**src/rtl/nma_pkg.sv**
```systemverilog
// Types and constants shared by the neighbor mask autotile modules
`default_nettype none
package nma_pkg;

    localparam int COL_W = 6;
    localparam int ROW_W = 6;
    localparam int LAYER_W = 1;
    localparam int MAT_W = 2;
    localparam int TILE_W = 8;
    localparam int CFG_IDX_W = 3;
    localparam int CFG_DATA_W = 8;
    localparam int GRID_W = 7;
    localparam int FLAGS_W = 3;

    // register indexes
    localparam logic [CFG_IDX_W-1:0] CFG_GRID_WIDTH  = 3'd0;
    localparam logic [CFG_IDX_W-1:0] CFG_GRID_HEIGHT = 3'd1;
    localparam logic [CFG_IDX_W-1:0] CFG_FIRST_ONE   = 3'd2;
    localparam logic [CFG_IDX_W-1:0] CFG_FIRST_TWO   = 3'd3;
    localparam logic [CFG_IDX_W-1:0] CFG_FIRST_THREE = 3'd4;
    localparam logic [CFG_IDX_W-1:0] CFG_FLAGS       = 3'd5;

    // register reset values
    localparam logic [GRID_W-1:0]  RST_GRID_WIDTH  = 7'd16;
    localparam logic [GRID_W-1:0]  RST_GRID_HEIGHT = 7'd16;
    localparam logic [TILE_W-1:0]  RST_FIRST_ONE   = 8'd0;
    localparam logic [TILE_W-1:0]  RST_FIRST_TWO   = 8'd16;
    localparam logic [TILE_W-1:0]  RST_FIRST_THREE = 8'd32;
    localparam logic [FLAGS_W-1:0] RST_FLAGS       = 3'd7;

    localparam logic KIND_WRITE = 1'b0;
    localparam logic KIND_READ  = 1'b1;

    localparam logic [MAT_W-1:0] MAT_EMPTY = 2'd0;
    localparam logic [MAT_W-1:0] MAT_ONE   = 2'd1;
    localparam logic [MAT_W-1:0] MAT_TWO   = 2'd2;
    localparam logic [MAT_W-1:0] MAT_THREE = 2'd3;

    typedef enum logic [1:0] {
        S_CLEAR,
        S_IDLE,
        S_FETCH,
        S_DONE
    } t_state;

    // fetch order of one read: center, then up, right, down, left
    typedef enum logic [2:0] {
        STEP_CENTER,
        STEP_UP,
        STEP_RIGHT,
        STEP_DOWN,
        STEP_LEFT
    } t_step;

    typedef struct packed {
        logic  clear;
        logic  wr;
        logic  load;
        logic  fetch;
        t_step step;
        logic  out_load;
    } t_cmd;

    typedef struct packed {
        logic clear_last;
        logic beat_read;
        logic beat_inside;
        logic out_free;
    } t_status;

endpackage
`default_nettype wire

```
**src/rtl/nma_ctrl.sv**
```systemverilog
// Sequencer of the autotile core: clearing pass, beat intake, neighbor fetches
`default_nettype none
module nma_ctrl
    import nma_pkg::*;
(
    input  wire logic    i_clk,
    input  wire logic    i_rst_n,
    input  wire logic    i_s_valid,
    output logic         o_s_ready,
    input  wire t_status i_status,
    output t_cmd         o_cmd
);

    t_state r_state, n_state;
    t_step  r_step, n_step;

    always_ff @(posedge i_clk) begin
        if (!i_rst_n) begin
            r_state <= S_CLEAR;
            r_step  <= STEP_CENTER;
        end else begin
            r_state <= n_state;
            r_step  <= n_step;
        end
    end

    always_comb begin
        n_state        = r_state;
        n_step         = r_step;
        o_s_ready      = 1'b0;
        o_cmd.clear    = 1'b0;
        o_cmd.wr       = 1'b0;
        o_cmd.load     = 1'b0;
        o_cmd.fetch    = 1'b0;
        o_cmd.step     = r_step;
        o_cmd.out_load = 1'b0;
        unique case (r_state)
            S_CLEAR: begin
                o_cmd.clear = 1'b1;
                if (i_status.clear_last) begin
                    n_state = S_IDLE;
                end
            end
            S_IDLE: begin
                o_s_ready = 1'b1;
                if (i_s_valid) begin
                    if (i_status.beat_read) begin
                        o_cmd.load = 1'b1;
                        n_step     = STEP_CENTER;
                        // skip the fetches for a read outside the grid
                        n_state    = i_status.beat_inside ? S_FETCH : S_DONE;
                    end else begin
                        o_cmd.wr = 1'b1;
                    end
                end
            end
            S_FETCH: begin
                o_cmd.fetch = 1'b1;
                if (r_step == STEP_LEFT) begin
                    n_state = S_DONE;
                end else begin
                    n_step = t_step'(r_step + 3'd1);
                end
            end
            S_DONE: begin
                // hold until the output register can take the beat
                if (i_status.out_free) begin
                    o_cmd.out_load = 1'b1;
                    n_state        = S_IDLE;
                end
            end
            default: begin
                n_state = S_CLEAR;
            end
        endcase
    end

endmodule
`default_nettype wire

```
**config.mk**
```make
export PLATFORM = sky130hd
export DESIGN_NAME = nma_ctrl
export DESIGN_NICKNAME = d
export VERILOG_FILES = /design/src/rtl/nma_pkg.sv /design/src/rtl/nma_ctrl.sv
export SDC_FILE = /design/constraint.sdc
export NUM_CORES = 1
export LEC_CHECK = 0
export ABC_AREA = 1
export BUFFER_PORTS_ARGS = -buffer_cell sky130_fd_sc_hd__buf_2
export CORE_AREA = 2 2 39 41
export CTS_CLUSTER_DIAMETER = 120
export DETAILED_ROUTE_END_ITERATION = 8
export DIE_AREA = 0 0 41 43
export PLACE_DENSITY = 0.59
export SLEW_MARGIN = 5
export SYNTH_ARGS = -nofsm -noshare
export SYNTH_HDL_FRONTEND = slang
export SYNTH_SLANG_ARGS = --single-unit
```
**constraint.sdc**
```tcl
create_clock -name i_clk -period 1.1 [get_ports i_clk]
set_input_delay 0.055 -clock i_clk [delete_from_list [all_inputs] [get_ports i_clk]]
set_output_delay 0.055 -clock i_clk [all_outputs]
set_load 0.01 [all_outputs]
```
# Word level (Yosys, flattened, before mapping)
# Cells that the tools add are included.
# totals
register_bits,5
out_inout_bits,9
elab_cells,37
inputBits,7
# classes
muxes,20
n_addsub,1
n_reduce_logical,4
n_eq_ne,10
# ops
operator,count
$mux W2,7
$ne A2 B2 Y1 const B,6
$mux W3,3
$mux W1,8
$pmux W2 S4,1
$pmux W3 S2,1
$reduce_and A5 Y1,1
$eq A2 B2 Y1 const B,2
$reduce_and A4 Y1,1
$add A3 B1 Y3 const B,1
$eq A3 B3 Y1 const B,1
$eq A2 B1 Y1 const B,1
$logic_not A2 Y1,1
$reduce_bool A2 Y1,1

# Logic depth before layout (Yosys ltp)
# logic_depth
ltp_word,4
mapped_depth,9
depth_no_buf,9

# Least setup slack after synthesis
# Ideal clock, no wire load.
# synth_path
kind,reg2reg
start,register r_state[1]
end,register r_state[0]
path_slack_ns,-0.086
t_arrival_ns,1.074
path_buffers,0
synth_period_minus_slack_ns,1.186
setup_time_ns,0.112
t_required_ns,0.988
path_stages_with_launch,7
cell_sequence,dfxtp_1 > inv_1 > ha_1 > nand2_2 > nand4_1 > nor2_1 > nor2_1
# synth_between
elab_chain_len,3
elab_cells_between_ends,11
# synth_lines
item,line,text
from (decl),nma_ctrl.sv:14,"t_state r_state, n_state;"
from (signal assigned),nma_ctrl.sv:22,r_state <= n_state;
"$eq A2 B2 Y1, or another cell as far along",nma_ctrl.sv:37,unique case (r_state)
$ne A2 B2 Y1 (no line),n/a,
$reduce_and A5 Y1 (no line),n/a,
# Parallel ways exist; a longest one is shown, timed or not.
# A chain may end at the register's enable or synchronous reset.

# Worst setup path after layout
# Same ends and word-level chain as after synthesis.

==> flow_summary.rst <==
.. list-table::
   :header-rows: 1

   * - Metric
     - Value
   * - Number of detailed-routing iterations run before antenna repair
     - 3
   * - Crit start category
     - flip-flop
   * - Buffers and inverters on the worst path
     - 2
   * - Maximum number of pins on one net before global-route repair
     - 7
   * - Nets
     - 97
   * - Aggregate global-route resource usage
     - 0.109
   * - Die width
     - between 40 and 50 µm
   * - CTS buffer count
     - 3
   * - Total power consumption of the routed design
     - 1.51 mW
   * - Cell chosen for the clock root
     - clkbuf_4
   * - Effective utilization at floorplan
     - 0.278
   * - Buffers from clock root to sink, at most
     - 2
   * - Cell chain of the critical path
     - inv_4, ha_4, buf_4, nand2_4, nand4_1, nor2_1, nor2_1
   * - Unique cell type count in the Yosys netlist
     - 13
   * - Antenna violations before repair
     - 0
   * - Final critical path time including I/O delays and setup
     - approximately 1.2 ns
   * - Pins Over Slew Limit
     - 0
   * - Global placer's final weighted congestion
     - 0.671
   * - Required arrival time at the worst endpoint
     - ~1.2 ns
   * - Slowest Stage Delay on Critical Path
     - around 0.36 ns
   * - Wl on met1
     - between 300 and 400 µm
   * - Sequential area share after synthesis
     - 0.260
   * - Filler Cells Inserted
     - between 100 and 150
   * - Fraction of final layout cells with drive strength greater than 1
     - 0.566
   * - Leakage
     - ~0.34 nW
   * - Total gr overflow
     - 0
   * - Worst-case setup slack after placement
     - -0.0614 ns
   * - Count of endpoints failing setup in the final report
     - 7
   * - Detail Route Antenna Nets
     - 0
   * - Global-route wire length before repair
     - 1280 µm
   * - Mapped cell area
     - between 300 and 400 µm²
   * - Number of placement rows
     - 14
   * - Die area
     - 1760 µm²
   * - Number of hold violations in the final report
     - 0
   * - DR vias/cell
     - around 4.3
   * - Setup crit end kind
     - flip-flop
   * - First-iteration detailed-routing DRC count
     - 5
   * - Kind of cell adding the most delay to the critical path
     - simple AND/OR/NAND/NOR gates
   * - Worst-case setup margin in the final layout
     - -0.101 ns
   * - Routed len/inst
     - around 9 µm
   * - Sum of met2 wire segment lengths after detailed routing
     - about 480 µm
   * - Total length of routed wires
     - between 800 and 900 µm
   * - Area of the core region
     - approximately 1400 µm²
   * - Unrepaired setup endpoints after global routing
     - yes
   * - Post-synthesis instance total
     - 55
   * - Total number of vias
     - ~420
   * - Failing checks
     - negative setup slack
   * - Hold/Removal Path Class
     - in2reg
   * - Vias in the first global route
     - roughly 360
   * - Power per unit of standard cell area
     - about 2300 nW/µm²
   * - Total number of H-tree levels
     - 1
   * - Relative max-transition margin
     - 0.878
   * - Worst-path fanout max
     - 6
   * - Total of max-cap violations
     - 0
   * - Fmax
     - ~0.83 GHz
   * - Maximum resistive drop on vdd
     - slightly above 0.001 V
   * - Insertion delay of the later-clocked pin in the worst-skew pair
     - 0.24 ns
   * - Vert. Die Dim
     - 43 µm
   * - Layout-stage area growth over the synthesis result
     - 70.8%
   * - Clock tree from TritonCTS
     - done
   * - Worst-case hold slack
     - 0.0502 ns
   * - Worst setup skew after layout
     - around 0.0038 ns
   * - Count of input and output buffers
     - 15
   * - Transition time of the tightest slew-check pin
     - roughly 0.18 ns
   * - DPL Wire Length
     - 669 µm
   * - Most repeated library cell on the critical path
     - nor2_1
   * - Worst Setup Path Type
     - reg2reg
   * - Warning count from the yosys run
     - 0
   * - DRC violations left
     - 0
   * - Wire length on met3
     - around 37 µm
   * - Syn_area_per_cell
     - about 7 µm²
   * - Result of the run
     - finished with violations
   * - Total clock sinks
     - 5
   * - Diodes inserted
     - 0
   * - Total of hold buffers inserted after clock tree synthesis
     - 0
   * - Clock Pin Slew Worst Setup and Hold Paths
     - about 0.040 ns
   * - Critical Path AT
     - 1.33 ns
   * - Number of top-level pins
     - 16
   * - Post-synthesis net count
     - 68
   * - Final core utilization
     - 0.476
   * - Flip-flop and latch count after synthesis
     - 5
   * - Top routing layer in use
     - met4
   * - Final cycle utilization of the critical path
     - 1.09
   * - Slowest stage cell, crit path
     - dfxtp_4
[synth_stat cells]
library cell   n  area (µm²)
inv_2          1        3.75
ha_1           6        75.1
nand2_4        2        22.5
nand3_1        1        5.00
nand2_1       13        48.8
o21ai_0        1        5.00
xor2_1         1        8.76
nand2_2        3        18.8
nor2_1         4        15.0
inv_1         10        37.5
a21oi_1        4        20.0
nand4_1        4        25.0
dfxtp_1        5         100
[metal layers]
metal	GRT usage	up-vias
met3	0.0157	2
met4	0.100	0
met5	0	-
li1	-	227
met2	0.178	8
met1	0.109	185
[cell usage in the layout (no fill, tap or decap)]
cell type and instances:
dfxtp_1 1, a21oi_1 4, buf_4 7, xor2_1 1, nand2_4 5, nor2_1 3, clkbuf_4 3, ha_2 2
inv_1 7, nand3_1 1, o21ai_0 1, ha_1 2, dfxtp_2 2, dfxtp_4 2, ha_4 2, inv_2 1
nand4_1 4, nand2_2 2, buf_6 3, nand2_1 11, nor2_2 1, inv_4 3, clkbuf_1 1, buf_2 14
[area by class of cell]
class / count / area, µm² / area share
Inverter: 11 / 48.8 / 0.0741
Sequential cell: 5 / 110 / 0.167
Timing Repair Buffer: 24 / 156 / 0.238
Multi-Input combinational cell: 39 / 297 / 0.451
Tap cell: 16 / 20.0 / 0.0304
Clock buffer: 4 / 26.3 / 0.0399
[stage by stage]
step | cell area, µm² | instances | setup TNS [ns]
global placement | 529 | 89 | -0.0795
global route | 658 | 99 | -0.829
floorplan | 412 | 55 | 0
CTS | 649 | 99 | -0.416
detailed placement | 529 | 89 | -0.132
finish | 658 | 99 | -0.364
[worst register-to-register path: cells and delay by family (launching register included)]
family        cells  cell delay [ns]
simple gates      4             0.39
buf+inv           2             0.18
flops             1             0.36
fa+ha+maj         1             0.16
[path summary, 6_finish.rpt]
| path | from | to | slack (ns) | cells after the start |
|---|---|---|---|---|
| setup / recovery | r_state[1]$_SDFFE_PN0P_ | r_state[0]$_SDFFE_PN0P_ | -0.10 | 7 |
| hold / removal | i_rst_n | r_state[0]$_SDFFE_PN0P_ | 0.05 | 3 |
| setup reg to reg | r_state[1]$_SDFFE_PN0P_ | r_state[0]$_SDFFE_PN0P_ | -0.10 | 7 |
| hold reg to reg | r_step[1]$_SDFFE_PN0P_ | r_step[1]$_SDFFE_PN0P_ | 0.47 | 2 |
[cell families (layout without fill, tap and decap cells)]
logic type / Yosys count / count (layout) / synth area share
XOR/XNOR: 1 / 1 / 0.0227
buffers and inverters: 11 / 39 / 0.107
adder cells (fa/ha/maj): 6 / 6 / 0.195
flip-flops: 5 / 5 / 0.260
AND/OR/NAND/NOR: 27 / 27 / 0.351
AO/OA/AOI/OAI: 5 / 5 / 0.0649
[what timing repair did]
item | 4_1_cts | 5_1_grt
endpoints found under the hold margin | 0 | 0
resized for setup | 16 | 2
pin swaps | 11 | 5
setup buffers | 6 | 0
endpoints found under the setup margin | 8 | 10
[where the power goes]
group	internal (mW)	switching, mW
Clock	0.137	0.0688
Sequential	0.243	0.0608
Combinational	0.485	0.515
[flip-flops by register name (all words and copies together) (netlist names)]
signal	count
r_step	3
r_state	2
Note: power is estimated with default switching activity, not from simulation.
